### src/rtl/core/dpir_pkg.sv
// ----------------------------------------------------------------------------
// DNS intercept package
// Shared widths, protocol constants, verdict codes and the records that pass
// between the front end, the decision queue and the reply generator.
// ----------------------------------------------------------------------------
`default_nettype none

package dpir_pkg;

   // Packet length counter
   localparam int unsigned MAX_PACKET_BYTES = 65535;
   localparam int unsigned COUNT_W          = $clog2(MAX_PACKET_BYTES + 1);
   localparam logic [COUNT_W-1:0] COUNT_MAX = COUNT_W'(MAX_PACKET_BYTES);

   // Configuration port
   localparam int unsigned CSR_INDEX_W = 2;
   localparam int unsigned CSR_DATA_W  = 32;
   localparam logic [CSR_INDEX_W-1:0] CSR_INTERCEPT_ENABLE = 2'd0;
   localparam logic [CSR_INDEX_W-1:0] CSR_DNS_SERVER_IP    = 2'd1;
   localparam logic [CSR_INDEX_W-1:0] CSR_BRIDGE_ACTIVE    = 2'd2;

   // Protocol numbers and header limits
   localparam logic [7:0]  PROTO_TCP      = 8'd6;
   localparam logic [7:0]  PROTO_UDP      = 8'd17;
   localparam logic [15:0] DNS_PORT       = 16'd53;
   localparam logic [3:0]  IP_VERSION     = 4'd4;
   localparam logic [16:0] MIN_PKT_LEN    = 17'd28;
   localparam logic [16:0] IP_HDR_MIN     = 17'd20;
   localparam logic [16:0] UDP_HDR_LEN    = 17'd8;
   localparam logic [16:0] TCP_HDR_MIN    = 17'd20;
   localparam int unsigned TCP_SYN_BIT    = 1;

   // Reset reply layout
   localparam int unsigned RST_LEN          = 40;
   localparam int unsigned RST_IDX_W        = $clog2(RST_LEN);
   localparam logic [RST_IDX_W-1:0] RST_LAST_IDX = RST_IDX_W'(RST_LEN - 1);
   localparam logic [7:0]  IP_VER_IHL       = 8'h45;
   localparam logic [7:0]  IP_FLAG_DF       = 8'h40;
   localparam logic [7:0]  IP_TTL           = 8'd64;
   localparam logic [7:0]  RST_TOTAL_LEN    = 8'(RST_LEN);
   localparam logic [7:0]  TCP_OFF_BYTE     = 8'h50;
   localparam logic [7:0]  TCP_FLAGS_RSTACK = 8'h14;
   localparam logic [15:0] RST_TCP_LEN      = 16'd20;

   // Constant words of the two checksums (header words that never change)
   localparam logic [15:0] IP_CK_BASE  = {IP_VER_IHL, 8'h00} + {8'h00, RST_TOTAL_LEN}
                                       + {IP_FLAG_DF, 8'h00} + {IP_TTL, PROTO_TCP};
   localparam logic [15:0] TCP_CK_BASE = {8'h00, PROTO_TCP} + RST_TCP_LEN + DNS_PORT
                                       + {TCP_OFF_BYTE, TCP_FLAGS_RSTACK};

   // Decision queue
   localparam int unsigned QUEUE_DEPTH = 4;

   typedef enum logic [2:0] {
      VERDICT_PASS        = 3'd0,
      VERDICT_UDP_DIVERT  = 3'd1,
      VERDICT_TCP_RESET   = 3'd2,
      VERDICT_TCP_DROP    = 3'd3,
      VERDICT_BRIDGE_DROP = 3'd4
   } verdict_type;

   typedef struct packed {
      logic                  intercept_enable;
      logic [31:0]           dns_server_ip;
      logic                  bridge_active;
   } cfg_type;

   // Header fields gathered while a packet streams in
   typedef struct packed {
      logic [COUNT_W-1:0]    byte_count;
      logic [7:0]            ver_ihl;
      logic [15:0]           total_length;
      logic [7:0]            protocol;
      logic [31:0]           source_ip;
      logic [31:0]           dest_ip;
      logic [15:0]           source_port;
      logic [15:0]           dest_port;
      logic [31:0]           seq_or_udp_len;
      logic [3:0]            tcp_offset;
      logic [7:0]            tcp_flags;
   } pkt_fields_type;

   // One decision handed from the front end to the reply generator
   typedef struct packed {
      verdict_type           verdict;
      logic [31:0]           source_ip;
      logic [31:0]           dest_ip;
      logic [15:0]           source_port;
      logic [31:0]           ack_num;
      logic [19:0]           ip_sum;
      logic [19:0]           tcp_sum;
   } reply_job_type;

endpackage

`default_nettype wire

### src/rtl/core/dpir_req_if.sv
// ----------------------------------------------------------------------------
// Packet byte channel
// Valid/ready channel carrying one IPv4 packet byte and its last-byte mark.
// ----------------------------------------------------------------------------
`default_nettype none

interface dpir_req_if;
   logic       valid;
   logic       ready;
   logic [7:0] pkt_byte;
   logic       last_byte;

   modport source (output valid, output pkt_byte, output last_byte, input ready);
   modport sink   (input valid, input pkt_byte, input last_byte, output ready);
endinterface

`default_nettype wire

### src/rtl/core/dpir_rsp_if.sv
// ----------------------------------------------------------------------------
// Result channel
// Valid/ready channel carrying a verdict item or one byte of a reset reply.
// ----------------------------------------------------------------------------
`default_nettype none

interface dpir_rsp_if;
   logic       valid;
   logic       ready;
   logic [2:0] verdict;
   logic [7:0] reply_byte;
   logic       reply_valid;
   logic       last_result;

   modport source (output valid, output verdict, output reply_byte, output reply_valid,
                   output last_result, input ready);
   modport sink   (input valid, input verdict, input reply_byte, input reply_valid,
                   input last_result, output ready);
endinterface

`default_nettype wire

### src/rtl/core/dpir_csr_if.sv
// ----------------------------------------------------------------------------
// Configuration write channel
// Valid/ready channel carrying a register index and its write data.
// ----------------------------------------------------------------------------
`default_nettype none

interface dpir_csr_if;
   logic        valid;
   logic        ready;
   logic [1:0]  index;
   logic [31:0] data;

   modport source (output valid, output index, output data, input ready);
   modport sink   (input valid, input index, input data, output ready);
endinterface

`default_nettype wire

### src/rtl/core/dpir_front.sv
// ----------------------------------------------------------------------------
// DNS intercept front end
// Captures header fields byte by byte, classifies the packet at its last
// byte and hands a decision record, with partial checksums, to the queue.
// ----------------------------------------------------------------------------
`default_nettype none

module dpir_front (
   input  logic                    clock,
   input  logic                    reset,
   input  dpir_pkg::cfg_type       cfg,
   dpir_req_if.sink                req_ch,
   output logic                    push_valid,
   input  logic                    push_ready,
   output dpir_pkg::reply_job_type push_job
);
   import dpir_pkg::*;

   pkt_fields_type     pkt_ff, pkt_in;
   pkt_fields_type     cap;
   pkt_fields_type     s1_pkt_ff, s1_pkt_in;
   logic               s1_valid_ff, s1_valid_in;
   logic               s2_valid_ff, s2_valid_in;
   verdict_type        s2_verdict_ff, s2_verdict_in;
   logic [31:0]        s2_src_ip_ff, s2_src_ip_in;
   logic [31:0]        s2_dst_ip_ff, s2_dst_ip_in;
   logic [15:0]        s2_sport_ff, s2_sport_in;
   logic [31:0]        s2_ack_ff, s2_ack_in;
   logic [16:0]        s2_src_sum_ff, s2_src_sum_in;
   logic [16:0]        s2_dst_sum_ff, s2_dst_sum_in;

   logic               accept;
   logic               s1_en;
   logic               s2_en;
   logic [7:0]         vi;
   logic [5:0]         hlen;
   logic [COUNT_W-1:0] hlen_c;
   logic [COUNT_W-1:0] rel;
   logic [COUNT_W-1:0] pos;

   logic [16:0]        len17, tl17, h17, ulen17, thl17;
   logic               ip_ok, udp_ok, tcp_ok;

   // Stall the stages only when the queue refuses a decision
   assign s2_en        = !s2_valid_ff || push_ready;
   assign s1_en        = !s1_valid_ff || s2_en;
   assign req_ch.ready = s1_en;
   assign accept       = req_ch.valid && s1_en;

   // Capture header and transport fields of the incoming byte
   assign pos    = pkt_ff.byte_count;
   assign vi     = (pos == '0) ? req_ch.pkt_byte : pkt_ff.ver_ihl;
   assign hlen   = {vi[3:0], 2'b00};
   assign hlen_c = COUNT_W'(hlen);
   assign rel    = pos - hlen_c;

   always_comb begin
      cap = pkt_ff;
      if (pos != COUNT_MAX) begin
         cap.byte_count = pos + 1'b1;
         cap.ver_ihl    = vi;
         if (pos == COUNT_W'(2) || pos == COUNT_W'(3)) begin
            cap.total_length = {pkt_ff.total_length[7:0], req_ch.pkt_byte};
         end
         if (pos == COUNT_W'(9)) begin
            cap.protocol = req_ch.pkt_byte;
         end
         if (pos >= COUNT_W'(12) && pos <= COUNT_W'(15)) begin
            cap.source_ip = {pkt_ff.source_ip[23:0], req_ch.pkt_byte};
         end
         if (pos >= COUNT_W'(16) && pos <= COUNT_W'(19)) begin
            cap.dest_ip = {pkt_ff.dest_ip[23:0], req_ch.pkt_byte};
         end
         if (pos >= hlen_c) begin
            if (rel <= COUNT_W'(1)) begin
               cap.source_port = {pkt_ff.source_port[7:0], req_ch.pkt_byte};
            end else if (rel <= COUNT_W'(3)) begin
               cap.dest_port = {pkt_ff.dest_port[7:0], req_ch.pkt_byte};
            end else if (rel <= COUNT_W'(7)) begin
               cap.seq_or_udp_len = {pkt_ff.seq_or_udp_len[23:0], req_ch.pkt_byte};
            end else if (rel == COUNT_W'(12)) begin
               cap.tcp_offset = req_ch.pkt_byte[7:4];
            end else if (rel == COUNT_W'(13)) begin
               cap.tcp_flags = req_ch.pkt_byte;
            end
         end
      end
   end

   // Advance the capture state; clear it once the last byte is taken
   always_comb begin
      pkt_in      = pkt_ff;
      s1_valid_in = s1_valid_ff;
      s1_pkt_in   = s1_pkt_ff;
      if (s1_en) begin
         s1_valid_in = accept && req_ch.last_byte;
      end
      if (accept) begin
         if (req_ch.last_byte) begin
            pkt_in    = '0;
            s1_pkt_in = cap;
         end else begin
            pkt_in = cap;
         end
      end
   end

   // Classify the finished packet
   assign len17  = 17'(s1_pkt_ff.byte_count);
   assign tl17   = 17'(s1_pkt_ff.total_length);
   assign h17    = 17'({s1_pkt_ff.ver_ihl[3:0], 2'b00});
   assign ulen17 = 17'(s1_pkt_ff.seq_or_udp_len[31:16]);
   assign thl17  = 17'({s1_pkt_ff.tcp_offset, 2'b00});

   assign ip_ok = cfg.intercept_enable
               && len17 >= MIN_PKT_LEN
               && s1_pkt_ff.ver_ihl[7:4] == IP_VERSION
               && h17 >= IP_HDR_MIN
               && len17 >= h17 + UDP_HDR_LEN
               && tl17 >= h17 + UDP_HDR_LEN
               && tl17 <= len17
               && s1_pkt_ff.dest_ip == cfg.dns_server_ip;

   assign udp_ok = s1_pkt_ff.protocol == PROTO_UDP
                && ulen17 >= UDP_HDR_LEN
                && h17 + ulen17 <= tl17
                && s1_pkt_ff.dest_port == DNS_PORT;

   assign tcp_ok = s1_pkt_ff.protocol == PROTO_TCP
                && tl17 >= h17 + TCP_HDR_MIN
                && thl17 >= TCP_HDR_MIN
                && thl17 + h17 <= tl17
                && s1_pkt_ff.dest_port == DNS_PORT;

   always_comb begin
      s2_valid_in   = s2_valid_ff;
      s2_verdict_in = s2_verdict_ff;
      s2_src_ip_in  = s2_src_ip_ff;
      s2_dst_ip_in  = s2_dst_ip_ff;
      s2_sport_in   = s2_sport_ff;
      s2_ack_in     = s2_ack_ff;
      s2_src_sum_in = s2_src_sum_ff;
      s2_dst_sum_in = s2_dst_sum_ff;
      if (s2_en) begin
         s2_valid_in = s1_valid_ff;
         if (s1_valid_ff) begin
            if (!(ip_ok && (udp_ok || tcp_ok))) begin
               s2_verdict_in = VERDICT_PASS;
            end else if (!cfg.bridge_active) begin
               s2_verdict_in = VERDICT_BRIDGE_DROP;
            end else if (udp_ok) begin
               s2_verdict_in = VERDICT_UDP_DIVERT;
            end else if (s1_pkt_ff.tcp_flags[TCP_SYN_BIT]) begin
               s2_verdict_in = VERDICT_TCP_RESET;
            end else begin
               s2_verdict_in = VERDICT_TCP_DROP;
            end
            s2_src_ip_in  = s1_pkt_ff.source_ip;
            s2_dst_ip_in  = s1_pkt_ff.dest_ip;
            s2_sport_in   = s1_pkt_ff.source_port;
            s2_ack_in     = s1_pkt_ff.seq_or_udp_len + 32'd1;
            s2_src_sum_in = 17'(s1_pkt_ff.source_ip[31:16]) + 17'(s1_pkt_ff.source_ip[15:0]);
            s2_dst_sum_in = 17'(s1_pkt_ff.dest_ip[31:16]) + 17'(s1_pkt_ff.dest_ip[15:0]);
         end
      end
   end

   // Finish the raw checksum sums on the way into the queue
   assign push_valid           = s2_valid_ff;
   assign push_job.verdict     = s2_verdict_ff;
   assign push_job.source_ip   = s2_src_ip_ff;
   assign push_job.dest_ip     = s2_dst_ip_ff;
   assign push_job.source_port = s2_sport_ff;
   assign push_job.ack_num     = s2_ack_ff;
   assign push_job.ip_sum      = 20'(s2_src_sum_ff) + 20'(s2_dst_sum_ff) + 20'(IP_CK_BASE);
   assign push_job.tcp_sum     = 20'(s2_src_sum_ff) + 20'(s2_dst_sum_ff)
                               + 20'(TCP_CK_BASE) + 20'(s2_sport_ff)
                               + 20'(s2_ack_ff[31:16]) + 20'(s2_ack_ff[15:0]);

   // Control state and capture fields
   always_ff @(posedge clock) begin
      if (reset) begin
         pkt_ff      <= '0;
         s1_valid_ff <= 1'b0;
         s2_valid_ff <= 1'b0;
      end else begin
         pkt_ff      <= pkt_in;
         s1_valid_ff <= s1_valid_in;
         s2_valid_ff <= s2_valid_in;
      end
   end

   // Stage payloads
   always_ff @(posedge clock) begin
      s1_pkt_ff     <= s1_pkt_in;
      s2_verdict_ff <= s2_verdict_in;
      s2_src_ip_ff  <= s2_src_ip_in;
      s2_dst_ip_ff  <= s2_dst_ip_in;
      s2_sport_ff   <= s2_sport_in;
      s2_ack_ff     <= s2_ack_in;
      s2_src_sum_ff <= s2_src_sum_in;
      s2_dst_sum_ff <= s2_dst_sum_in;
   end

endmodule

`default_nettype wire

### src/rtl/core/dpir_queue.sv
// ----------------------------------------------------------------------------
// DNS intercept decision queue
// Short first-in first-out store of decision records between the front end
// and the reply generator.
// ----------------------------------------------------------------------------
`default_nettype none

module dpir_queue (
   input  logic                    clock,
   input  logic                    reset,
   input  logic                    push_valid,
   output logic                    push_ready,
   input  dpir_pkg::reply_job_type push_job,
   output logic                    pop_valid,
   input  logic                    pop_ready,
   output dpir_pkg::reply_job_type pop_job
);
   import dpir_pkg::*;

   localparam int unsigned PTR_W = $clog2(QUEUE_DEPTH);
   localparam int unsigned CNT_W = $clog2(QUEUE_DEPTH + 1);

   reply_job_type     slot_ff [QUEUE_DEPTH];
   logic [PTR_W-1:0]  wr_ptr_ff, wr_ptr_in;
   logic [PTR_W-1:0]  rd_ptr_ff, rd_ptr_in;
   logic [CNT_W-1:0]  count_ff, count_in;
   logic              do_push, do_pop;

   assign push_ready = count_ff != CNT_W'(QUEUE_DEPTH);
   assign pop_valid  = count_ff != '0;
   assign pop_job    = slot_ff[rd_ptr_ff];
   assign do_push    = push_valid && push_ready;
   assign do_pop     = pop_valid && pop_ready;

   // Advance pointers and occupancy
   always_comb begin
      wr_ptr_in = wr_ptr_ff;
      rd_ptr_in = rd_ptr_ff;
      count_in  = count_ff;
      if (do_push) begin
         wr_ptr_in = (wr_ptr_ff == PTR_W'(QUEUE_DEPTH - 1)) ? '0 : wr_ptr_ff + 1'b1;
      end
      if (do_pop) begin
         rd_ptr_in = (rd_ptr_ff == PTR_W'(QUEUE_DEPTH - 1)) ? '0 : rd_ptr_ff + 1'b1;
      end
      if (do_push && !do_pop) begin
         count_in = count_ff + 1'b1;
      end else if (do_pop && !do_push) begin
         count_in = count_ff - 1'b1;
      end
   end

   always_ff @(posedge clock) begin
      if (reset) begin
         wr_ptr_ff <= '0;
         rd_ptr_ff <= '0;
         count_ff  <= '0;
      end else begin
         wr_ptr_ff <= wr_ptr_in;
         rd_ptr_ff <= rd_ptr_in;
         count_ff  <= count_in;
      end
   end

   // Store the pushed record
   always_ff @(posedge clock) begin
      if (do_push) begin
         slot_ff[wr_ptr_ff] <= push_job;
      end
   end

endmodule

`default_nettype wire

### src/rtl/core/dpir_back.sv
// ----------------------------------------------------------------------------
// DNS intercept reply generator
// Pops decisions, emits the verdict item and, for a reset verdict, streams
// the 40-byte RST/ACK packet through a registered output stage.
// ----------------------------------------------------------------------------
`default_nettype none

module dpir_back (
   input  logic                    clock,
   input  logic                    reset,
   input  logic                    pop_valid,
   output logic                    pop_ready,
   input  dpir_pkg::reply_job_type pop_job,
   dpir_rsp_if.source              rsp_ch
);
   import dpir_pkg::*;

   logic                 active_ff, active_in;
   logic [RST_IDX_W-1:0] idx_ff, idx_in;
   reply_job_type        job_ff, job_in;
   logic [15:0]          ip_ck_ff, ip_ck_in;
   logic [15:0]          tcp_ck_ff, tcp_ck_in;

   logic                 out_valid_ff, out_valid_in;
   verdict_type          out_verdict_ff, out_verdict_in;
   logic [7:0]           out_byte_ff, out_byte_in;
   logic                 out_reply_ff, out_reply_in;
   logic                 out_last_ff, out_last_in;

   logic                 slot_free;
   logic [7:0]           rst_byte;

   // End-around carry fold and complement of a raw ones' complement sum
   function automatic logic [15:0] ck_fold(input logic [19:0] s);
      logic [16:0] f1;
      logic [15:0] f2;
      f1 = 17'(s[15:0]) + 17'(s[19:16]);
      f2 = f1[15:0] + 16'(f1[16]);
      return ~f2;
   endfunction

   assign slot_free = !out_valid_ff || rsp_ch.ready;
   assign pop_ready = slot_free && !active_ff;

   // Select the reset packet byte at the current offset
   always_comb begin
      case (idx_ff)
         6'd0:    rst_byte = IP_VER_IHL;
         6'd3:    rst_byte = RST_TOTAL_LEN;
         6'd6:    rst_byte = IP_FLAG_DF;
         6'd8:    rst_byte = IP_TTL;
         6'd9:    rst_byte = PROTO_TCP;
         6'd10:   rst_byte = ip_ck_ff[15:8];
         6'd11:   rst_byte = ip_ck_ff[7:0];
         6'd12:   rst_byte = job_ff.dest_ip[31:24];
         6'd13:   rst_byte = job_ff.dest_ip[23:16];
         6'd14:   rst_byte = job_ff.dest_ip[15:8];
         6'd15:   rst_byte = job_ff.dest_ip[7:0];
         6'd16:   rst_byte = job_ff.source_ip[31:24];
         6'd17:   rst_byte = job_ff.source_ip[23:16];
         6'd18:   rst_byte = job_ff.source_ip[15:8];
         6'd19:   rst_byte = job_ff.source_ip[7:0];
         6'd21:   rst_byte = DNS_PORT[7:0];
         6'd22:   rst_byte = job_ff.source_port[15:8];
         6'd23:   rst_byte = job_ff.source_port[7:0];
         6'd28:   rst_byte = job_ff.ack_num[31:24];
         6'd29:   rst_byte = job_ff.ack_num[23:16];
         6'd30:   rst_byte = job_ff.ack_num[15:8];
         6'd31:   rst_byte = job_ff.ack_num[7:0];
         6'd32:   rst_byte = TCP_OFF_BYTE;
         6'd33:   rst_byte = TCP_FLAGS_RSTACK;
         6'd36:   rst_byte = tcp_ck_ff[15:8];
         6'd37:   rst_byte = tcp_ck_ff[7:0];
         default: rst_byte = 8'h00;
      endcase
   end

   // Fill the output stage: reply bytes first, else the next decision
   always_comb begin
      active_in      = active_ff;
      idx_in         = idx_ff;
      job_in         = job_ff;
      ip_ck_in       = ip_ck_ff;
      tcp_ck_in      = tcp_ck_ff;
      out_valid_in   = out_valid_ff;
      out_verdict_in = out_verdict_ff;
      out_byte_in    = out_byte_ff;
      out_reply_in   = out_reply_ff;
      out_last_in    = out_last_ff;
      if (slot_free) begin
         if (active_ff) begin
            out_valid_in   = 1'b1;
            out_verdict_in = VERDICT_TCP_RESET;
            out_byte_in    = rst_byte;
            out_reply_in   = 1'b1;
            out_last_in    = idx_ff == RST_LAST_IDX;
            idx_in         = idx_ff + 1'b1;
            active_in      = idx_ff != RST_LAST_IDX;
         end else if (pop_valid) begin
            out_valid_in   = 1'b1;
            out_verdict_in = pop_job.verdict;
            out_byte_in    = 8'h00;
            out_reply_in   = 1'b0;
            out_last_in    = pop_job.verdict != VERDICT_TCP_RESET;
            job_in         = pop_job;
            ip_ck_in       = ck_fold(pop_job.ip_sum);
            tcp_ck_in      = ck_fold(pop_job.tcp_sum);
            active_in      = pop_job.verdict == VERDICT_TCP_RESET;
            idx_in         = '0;
         end else begin
            out_valid_in   = 1'b0;
         end
      end
   end

   always_ff @(posedge clock) begin
      if (reset) begin
         active_ff    <= 1'b0;
         idx_ff       <= '0;
         out_valid_ff <= 1'b0;
      end else begin
         active_ff    <= active_in;
         idx_ff       <= idx_in;
         out_valid_ff <= out_valid_in;
      end
   end

   always_ff @(posedge clock) begin
      job_ff         <= job_in;
      ip_ck_ff       <= ip_ck_in;
      tcp_ck_ff      <= tcp_ck_in;
      out_verdict_ff <= out_verdict_in;
      out_byte_ff    <= out_byte_in;
      out_reply_ff   <= out_reply_in;
      out_last_ff    <= out_last_in;
   end

   assign rsp_ch.valid       = out_valid_ff;
   assign rsp_ch.verdict     = out_verdict_ff;
   assign rsp_ch.reply_byte  = out_byte_ff;
   assign rsp_ch.reply_valid = out_reply_ff;
   assign rsp_ch.last_result = out_last_ff;

   // Reply bytes only ever belong to a reset verdict
   a_reply_is_reset: assert property (@(posedge clock) disable iff (reset)
      (out_valid_ff && out_reply_ff) |-> (out_verdict_ff == VERDICT_TCP_RESET))
      else $error("reply byte carries a verdict other than TCP reset");

   // A taken reset verdict is followed at once by the first reply byte
   a_reset_starts_reply: assert property (@(posedge clock) disable iff (reset)
      (out_valid_ff && rsp_ch.ready && !out_reply_ff
       && out_verdict_ff == VERDICT_TCP_RESET)
      |=> (out_valid_ff && out_reply_ff && idx_ff == RST_IDX_W'(1)))
      else $error("reset verdict not followed by reply byte zero");

   // More reply bytes are pending while a non-final one is shown
   a_reply_pending: assert property (@(posedge clock) disable iff (reset)
      (out_valid_ff && out_reply_ff && !out_last_ff) |-> active_ff)
      else $error("reply stream ended before its last byte");

   // The byte offset stays inside the reset packet
   a_idx_range: assert property (@(posedge clock) disable iff (reset)
      active_ff |-> (idx_ff <= RST_LAST_IDX))
      else $error("reply byte offset out of range");

endmodule

`default_nettype wire

### src/rtl/core/dns_packet_intercept_rst_core.sv
// ----------------------------------------------------------------------------
// DNS intercept with TCP reset
// Top level: configuration registers, front end, decision queue and reply
// generator.
// ----------------------------------------------------------------------------
// The block takes one IPv4 packet byte per cycle on req_ch and never stalls
// a packet byte while the decision queue (4 entries) has room. Each packet
// yields one verdict item on rsp_ch, registered through the front-end
// stages, the queue and the output stage; a TCP SYN to the configured DNS
// server on port 53 with the bridge active adds 40 reply bytes, one per
// cycle while rsp_ch is ready, so the output port is busy through each
// reset reply and the queue absorbs the packets that end meanwhile. Input
// stalls only when the queue is full. Configuration writes on csr_ch are
// always taken; register 0 enables interception, 1 holds the server address,
// 2 marks the bridge active. Writes to any other index are ignored.
// ----------------------------------------------------------------------------
`default_nettype none

module dns_packet_intercept_rst_core (
   input  logic       clock,
   input  logic       reset,
   dpir_req_if.sink   req_ch,
   dpir_rsp_if.source rsp_ch,
   dpir_csr_if.sink   csr_ch
);
   import dpir_pkg::*;

   cfg_type       cfg_ff, cfg_in;
   logic          push_valid, push_ready;
   reply_job_type push_job;
   logic          pop_valid, pop_ready;
   reply_job_type pop_job;

   // Take configuration writes
   assign csr_ch.ready = 1'b1;

   always_comb begin
      cfg_in = cfg_ff;
      if (csr_ch.valid) begin
         case (csr_ch.index)
            CSR_INTERCEPT_ENABLE: cfg_in.intercept_enable = csr_ch.data[0];
            CSR_DNS_SERVER_IP:    cfg_in.dns_server_ip    = csr_ch.data;
            CSR_BRIDGE_ACTIVE:    cfg_in.bridge_active    = csr_ch.data[0];
            default:              cfg_in = cfg_ff;
         endcase
      end
   end

   always_ff @(posedge clock) begin
      if (reset) begin
         cfg_ff <= '0;
      end else begin
         cfg_ff <= cfg_in;
      end
   end

   dpir_front u_front (
      .clock      (clock),
      .reset      (reset),
      .cfg        (cfg_ff),
      .req_ch     (req_ch),
      .push_valid (push_valid),
      .push_ready (push_ready),
      .push_job   (push_job)
   );

   dpir_queue u_queue (
      .clock      (clock),
      .reset      (reset),
      .push_valid (push_valid),
      .push_ready (push_ready),
      .push_job   (push_job),
      .pop_valid  (pop_valid),
      .pop_ready  (pop_ready),
      .pop_job    (pop_job)
   );

   dpir_back u_back (
      .clock     (clock),
      .reset     (reset),
      .pop_valid (pop_valid),
      .pop_ready (pop_ready),
      .pop_job   (pop_job),
      .rsp_ch    (rsp_ch)
   );

endmodule

`default_nettype wire

### src/flat_wrapper.sv
// flat-port wrapper written by rule: the top's interface ports become plain ports
module dns_packet_intercept_rst_core_flat import dpir_pkg::*;
  (clock, reset, req_ch_valid, req_ch_pkt_byte, req_ch_last_byte, req_ch_ready, rsp_ch_valid, rsp_ch_verdict, rsp_ch_reply_byte, rsp_ch_reply_valid, rsp_ch_last_result, rsp_ch_ready, csr_ch_valid, csr_ch_index, csr_ch_data, csr_ch_ready);
  dpir_req_if req_ch_i ();
  dpir_rsp_if rsp_ch_i ();
  dpir_csr_if csr_ch_i ();
  input  logic clock;
  input  logic reset;
  input wire logic [$bits(req_ch_i.valid)-1:0] req_ch_valid;
  input wire logic [$bits(req_ch_i.pkt_byte)-1:0] req_ch_pkt_byte;
  input wire logic [$bits(req_ch_i.last_byte)-1:0] req_ch_last_byte;
  output wire logic [$bits(req_ch_i.ready)-1:0] req_ch_ready;
  output wire logic [$bits(rsp_ch_i.valid)-1:0] rsp_ch_valid;
  output wire logic [$bits(rsp_ch_i.verdict)-1:0] rsp_ch_verdict;
  output wire logic [$bits(rsp_ch_i.reply_byte)-1:0] rsp_ch_reply_byte;
  output wire logic [$bits(rsp_ch_i.reply_valid)-1:0] rsp_ch_reply_valid;
  output wire logic [$bits(rsp_ch_i.last_result)-1:0] rsp_ch_last_result;
  input wire logic [$bits(rsp_ch_i.ready)-1:0] rsp_ch_ready;
  input wire logic [$bits(csr_ch_i.valid)-1:0] csr_ch_valid;
  input wire logic [$bits(csr_ch_i.index)-1:0] csr_ch_index;
  input wire logic [$bits(csr_ch_i.data)-1:0] csr_ch_data;
  output wire logic [$bits(csr_ch_i.ready)-1:0] csr_ch_ready;
  assign req_ch_i.valid = req_ch_valid;
  assign req_ch_i.pkt_byte = req_ch_pkt_byte;
  assign req_ch_i.last_byte = req_ch_last_byte;
  assign req_ch_ready = req_ch_i.ready;
  assign rsp_ch_valid = rsp_ch_i.valid;
  assign rsp_ch_verdict = rsp_ch_i.verdict;
  assign rsp_ch_reply_byte = rsp_ch_i.reply_byte;
  assign rsp_ch_reply_valid = rsp_ch_i.reply_valid;
  assign rsp_ch_last_result = rsp_ch_i.last_result;
  assign rsp_ch_i.ready = rsp_ch_ready;
  assign csr_ch_i.valid = csr_ch_valid;
  assign csr_ch_i.index = csr_ch_index;
  assign csr_ch_i.data = csr_ch_data;
  assign csr_ch_ready = csr_ch_i.ready;
  dns_packet_intercept_rst_core u_core (.clock(clock), .reset(reset), .req_ch(req_ch_i), .rsp_ch(rsp_ch_i), .csr_ch(csr_ch_i));
endmodule
### config.mk
export PLATFORM = sky130hd
export DESIGN_NAME = dns_packet_intercept_rst_core_flat
export DESIGN_NICKNAME = d
export VERILOG_FILES = /design/src/rtl/core/dpir_pkg.sv /design/src/rtl/core/dpir_req_if.sv /design/src/rtl/core/dpir_rsp_if.sv /design/src/rtl/core/dpir_csr_if.sv /design/src/rtl/core/dpir_front.sv /design/src/rtl/core/dpir_queue.sv /design/src/rtl/core/dpir_back.sv /design/src/rtl/core/dns_packet_intercept_rst_core.sv /design/src/flat_wrapper.sv
export SDC_FILE = /design/constraint.sdc
export NUM_CORES = 2
export LEC_CHECK = 0
export BUFFER_PORTS_ARGS = -buffer_cell sky130_fd_sc_hd__buf_2
export CORE_AREA = 2 2 321 323
export DETAILED_ROUTE_END_ITERATION = 12
export DIE_AREA = 0 0 323 325
export PLACE_DENSITY = 0.77
export SYNTH_ARGS = -nofsm -noshare
export SYNTH_HDL_FRONTEND = slang
export SYNTH_SLANG_ARGS = --single-unit
### constraint.sdc
create_clock -name clock -period 7.5 [get_ports clock]
set_input_delay 1.125 -clock clock [delete_from_list [all_inputs] [get_ports clock]]
set_output_delay 1.125 -clock clock [all_outputs]
set_load 0.1 [all_outputs]
# ---- Word level (Yosys, flattened, before mapping)
# Memories as Yosys holds them, arrays and structs flattened. A register that Yosys moved wholly into a read port is not among the register bits.
# Index checks and enable logic that the tools add are counted.
dict set report classes {
  bitwise 5
  n_mux 41
  n_reduce_logical 51
  n_eq_ne 45
  magnitude_cmp 18
  n_addsub 24
}
# cell count
set ops {}
lappend ops {{$mux W188} 2}
lappend ops {{$pmux W8 S25} 1}
lappend ops {{$mux W32} 3}
lappend ops {{$mux W76} 1}
lappend ops {{$eq A6 B5 Y1 const B} 11}
lappend ops {{$mux W60} 1}
lappend ops {{$eq A16 B4 Y1 const B} 3}
lappend ops {{$eq A6 B4 Y1 const B} 8}
lappend ops {{$mux W16} 3}
lappend ops {{$mux W8} 6}
lappend ops {{$mux W44} 1}
lappend ops {{$add A20 B16 Y20} 2}
lappend ops {{$add A16 B16 Y17} 2}
lappend ops {{$add A16 B4 Y17} 2}
lappend ops {{$add A16 B1 Y16} 2}
lappend ops {{$add A32 B1 Y32 const B} 1}
lappend ops {{$eq A16 B2 Y1 const B} 2}
lappend ops {{$eq A32 B32 Y1} 1}
lappend ops {{$ge A16 B4 Y1 const B} 2}
lappend ops {{$ge A16 B5 Y1 const B} 2}
lappend ops {{$ge A16 B7 Y1} 2}
lappend ops {{$not A16 Y16} 2}
lappend ops {{$eq A6 B6 Y1 const B} 5}
lappend ops {{$logic_and A1 B1 Y1} 24}
lappend ops {{other kinds (56)} 95}
dict set report word_totals {
  input_bits 48
  ramBits 620
  output_inout_bits 16
  n_memories 1
  ff_bits 727
  elab_cells 237
}
# memory words width read_ports rd_clocked_by_memory_dff wr line_no
set memory_table {}
lappend memory_table {u_core.u_queue.slot_ff 4 155 1 1 1 dpir_queue.sv:23} ;# reply_job_type slot_ff [QUEUE_DEPTH];

# ---- Longest topological paths before layout
dict set report logic_depth {
  word_depth 12
  mapped_depth 23
  ltp_nobuf 23
}

# ---- Cells and area by module
# Synthesis repeated with hierarchy kept, for this count alone.
dict set report unflattened {
  cells_unflattened 4040
  hier_area_um2 58911.5
}
# mod cells_each n_inst seq_area_each_um2 area_each_um2
set by_module_without_submodules {}
lappend by_module_without_submodules {dpir_front 2392 1 13573.0 26482.9}
lappend by_module_without_submodules {dpir_queue 857 1 18798.0 22789.4}
lappend by_module_without_submodules {dpir_back 641 1 4874.7 8071.5}
lappend by_module_without_submodules {dns_packet_intercept_rst_core 150 1 680.7 1567.8}

# ---- Worst setup path before layout
# No wires, ideal clock.
dict set report synth_timing {
  kind {register to register}
  start {reg u_core.u_queue.count_ff[0]}
  end {reg u_core.u_front.s2_ack_ff[0] (enable)}
  path_buffers 0
  stages_incl_launch_ff 4
  required_time_ns 6.822
  setup_time_ns 0.678
  synth_period_minus_slack_ns 7.935
  setup_slack_ns -0.435
  arrival_ns 7.257
  cell_sequence {dfxtp_1 nor2_1 and3_1 nor2b_1}
}
dict set report synth_via {
  elab_chain_cells 3
}
# element line_no
set synth_rtl {}
lappend synth_rtl {{start: declaration} dpir_queue.sv:26} ;# logic [CNT_W-1:0] count_ff, count_in;
lappend synth_rtl {{start signal: assignment} dpir_queue.sv:61} ;# count_ff <= count_in;
lappend synth_rtl {{$ne A3 B3 Y1} dpir_queue.sv:29} ;# assign push_ready = count_ff != CNT_W'(QUEUE_DEPTH);
lappend synth_rtl {{$logic_or A1 B1 Y1} dpir_front.sv:45} ;# assign s2_en = !s2_valid_ff || push_ready;
lappend synth_rtl {{$reduce_and A2 Y1 (no line)} --}
lappend synth_rtl {{end signal: assignment} dpir_front.sv:200} ;# s2_ack_ff <= s2_ack_in;
lappend synth_rtl {{end: declaration} dpir_front.sv:28} ;# logic [31:0] s2_ack_ff, s2_ack_in;
# No other way between the ends.
# A chain may end at the register's enable or synchronous reset.

==> run_results.csv <==
group,metric,value,unit
cells_and_area,final_core_util,0.6274,
setup_path,cp-endpoint,"u_core.u_queue.slot_ff[3][16]",
yosys,synth_top_family_by_area,"multiplexers",
cells_and_area,seqCellArea,37810,sq um
setup_path,end_kind,"register",
yosys,syn_area,57490,sq um
setup_path,r2r_cells,23,
global_route,antenna_found_initial,5,
clock_tree,numClockSinks,1337,
yosys,synth_cell_type_count,89,
sta,period_minus_slack,5.944,ns
sta,finalSetupViolCount,0,
floorplan,start_util,0.5675,
setup_path,r2r_start,"u_core.u_front.s2_src_sum_ff[0]",
clock_tree,clk_pin_slew,0.06,ns
detailed_routing,ant_nets,0,
clock_tree,holdBufCountCts,0,
clock_tree,clock_latency,0.75,ns
global_route,overflow,0,
floorplan,dieWidth,323,microns
cells_and_area,drive_gt1_frac,0.1630,
min_path,min-delay-start,"u_core.u_front.s1_pkt_ff[61]",
setup_path,crit_required,8.02,ns
sta,slew_headroom,0.2113,
clock_tree,cts_inserted_buffers,132,
pwr,p_leak,22.23,nW
outcome,status,"completed",
setup_path,cp.arrival,6.46,ns
sta,rsz0062_at_grt,"false",
setup_path,crit_fanout,5,
pwr,total_power,19.23,mW
setup_path,reg2reg_to,"u_core.u_queue.slot_ff[3][16]",
min_path,hp-class,"register to register",
floorplan,die_height,325,microns
yosys,async_flop_share,0,
floorplan,placementRows,117,
yosys,synth-compound-area-share,0.07319,
detailed_routing,wl_per_cell,26.06,microns
cells_and_area,nNetsFinal,4152,
sta,hold_viol,0,
yosys,syn_inst,3821,
global_route,grt_pass1_vias,32600,
cells_and_area,stdcell_area,63560,sq um
setup_path,crit_path_start_kind,"register",
yosys,ys_ff_latch,1337,
detailed_routing,routed_via_density,6.293,
yosys,ys_warn_count,0,
clock_tree,ctsResizeCount,0,
placed_design,io_buffers,62,
detailed_routing,drt_iter0_drc,4003,
floorplan,ios,64,
detailed_routing,first_pass_iters,6,
clock_tree,root_buffer,"clkbuf_16",
placed_design,hpwl,91580,microns
placed_design,placed_cells,5114,
sta,finalCritPeriodShare,0.7925,
cells_and_area,instances_no_fill,5357,
clock_tree,ctsLongestPathBuffers,3,
placed_design,pre_cts_slack,1.646,ns
sta,max_freq,0.1682,GHz
floorplan,die_area,105000,sq um
sta,layout_setup_ws,1.556,ns
yosys,yosysSeqAreaShare,0.6576,
cells_and_area,nFillCells,7231,
global_route,grt_use_total,0.2658,
yosys,ys.flop_type,"edfxtp_1",
yosys,syn_area_per_cell,15.05,sq um
yosys,synthSimpleGateAreaFrac,0.06688,
yosys,synth-edff-count,1103,
sta,maxSlewViolCount,0,
clock_tree,cts_tree,"yes",
yosys,synthAdderAreaFrac,0.05397,
sta,worst_pin_slew,1.179,ns
cells_and_area,multi_input_area,18440,sq um
clock_tree,htree_levels,4,
global_route,grt_pass1_wl,206800,microns
sta,fin_setup_tns,0,ns
global_route,grt_max_degree,150,
yosys,synth_fp_nets,4093,
clock_tree,postCtsSetupBuffers,0,
pwr,vdd_ir_drop_max,0.2571,mV
sta,skew,0.02374,ns
yosys,synth_xor_area_frac,0.03062,
setup_path,rrSetupSlack,1.56,ns
detailed_routing,wl,139600,microns
floorplan,core_area,101300,sq um
detailed_routing,drcViolationCount,0,
setup_path,critical_path_class,"register to register",
sta,holdWs,0.4192,ns
placed_design,routabilityCongestion,0.9550,
cells_and_area,syn2layout_area_growth,10.55,%
placed_design,place_area,59220,sq um
run,max-cap-violations,0,
setup_path,cp-startpoint,"u_core.u_front.s2_src_sum_ff[0]",
detailed_routing,vias,33710,
yosys,muxShareOfSynthArea,0.09508,
pwr,powerDensity,302.6,nW/um^2
[logic make-up after synthesis]
kind of cell	after synthesis
AO/OA/AOI/OAI	607
XOR/XNOR	201
adder cells (fa/ha/maj)	224
buffers and inverters	336
flip-flops	1337
multiplexers	331
other	1
AND/OR/NAND/NOR	784
[power breakdown]
| group | internal, mW | switching (mW) | leakage, nW |
|---|---|---|---|
| combinational | 1.10 | 2.05 | 7.87 |
| sequential | 8.98 | 0.527 | 12.2 |
| clock | 3.74 | 2.84 | 2.13 |
[synthesized netlist by cell type, drive strengths merged (35+ instances only)]
master	number	share of area
nand2	152	0.0099
nand4	52	0.0057
mux4	154	0.061
fa	40	0.014
clkbuf	147	0.0096
a22oi	184	0.024
mux2	169	0.033
a21o	36	0.0047
edfxtp	1103	0.58
nor2b	36	0.0040
nor3	60	0.0054
ha	184	0.040
a21oi	131	0.011
xnor2	144	0.022
nor2	259	0.017
inv	161	0.011
a22o	35	0.0053
xor2	57	0.0087
and3	48	0.0052
o21ai	64	0.0056
and2	35	0.0038
nand3	53	0.0049
dfxtp	234	0.081
[cells in the final DEF (no fill, tap or decap), types with 57 or more instances in the layout]
master	synthesis	final
o21ai_0	59	59
nand2_1	152	151
inv_1	161	160
a22oi_1	184	184
nor3_1	59	59
buf_2	5	61
clkbuf_16	0	137
edfxtp_1	1103	1103
dfxtp_1	234	232
mux4_2	151	151
ha_1	184	184
xnor2_1	144	144
a21oi_1	131	131
nor2_1	259	258
mux2_2	168	168
xor2_1	57	57
[layout make-up]
type / count / area share
diodes: 1 / 0.00003937
flip-flops and latches: 1337 / 0.5949
multi-input cells: 2148 / 0.2901
well taps: 1368 / 0.02693
inverters: 162 / 0.009646
repair buffers: 99 / 0.01014
clock inverters: 68 / 0.01102
clock buffers: 174 / 0.05724
[registers in the layout (all words and copies together) (netlist names), 6 cells and up, named ones only]
name / count
u_core.u_back.tcp_ck_ff: 16
u_core.cfg_ff: 34
u_core.u_front.s2_dst_ip_ff: 32
u_core.u_front.pkt_ff: 165
u_core.u_front.len17: 16
u_core.u_front.s2_sport_ff: 16
u_core.u_back.rsp_ch.reply_byte: 8
u_core.u_back.job_ff: 112
u_core.u_back.idx_ff: 6
u_core.u_back.ip_ck_ff: 16
u_core.u_front.pos: 16
u_core.u_front.s1_pkt_ff: 161
u_core.u_front.s2_dst_sum_ff: 17
u_core.u_front.s2_ack_ff: 32
u_core.u_queue.slot_ff: 616
u_core.u_front.s2_src_ip_ff: 32
u_core.u_front.s2_src_sum_ff: 17
[worst min path at each step]
stage	slack, ns	depth (start not counted)	end
after floorplan	0.40	0	u_core.u_front.s2_sport_ff[0]
after global placement	0.40	0	u_core.u_front.s2_sport_ff[10]
after detailed placement	0.40	0	u_core.u_front.s2_sport_ff[1]
after CTS	0.42	0	u_core.u_front.s2_sport_ff[1]
after global routing	0.42	0	u_core.u_front.s2_sport_ff[0]
final	0.42	0	u_core.u_front.s2_sport_ff[1]
[routing by layer]
metal,part of all wire,track usage,wire length [microns]
met1,0.40,0.3727,56180
met2,0.47,0.4130,65540
met4,0.035,0.09505,4885
met5,0.00027,0,38
met3,0.093,0.05697,12940
[critical path, stage by stage, from the launching register on]
cell and delay [ns]:
edfxtp_1 0.34, ha_1 0.19, inv_1 0.07, fa_1 0.41, nor2b_1 0.17, o211ai_1 0.15
a31oi_1 0.34, nor2_1 0.10, xnor2_1 0.51, fa_1 0.52, inv_1 0.09, fa_1 0.42
inv_1 0.07, ha_1 0.22, ha_1 0.35, and3_1 0.23, and3_1 0.18, a21oi_1 0.12
o311ai_0 0.21, a21o_1 0.23, a21oi_1 0.29, o21bai_1 0.11, a21oi_1 0.20, xnor2_1 0.22
Note: power is estimated with default switching activity, not from simulation.
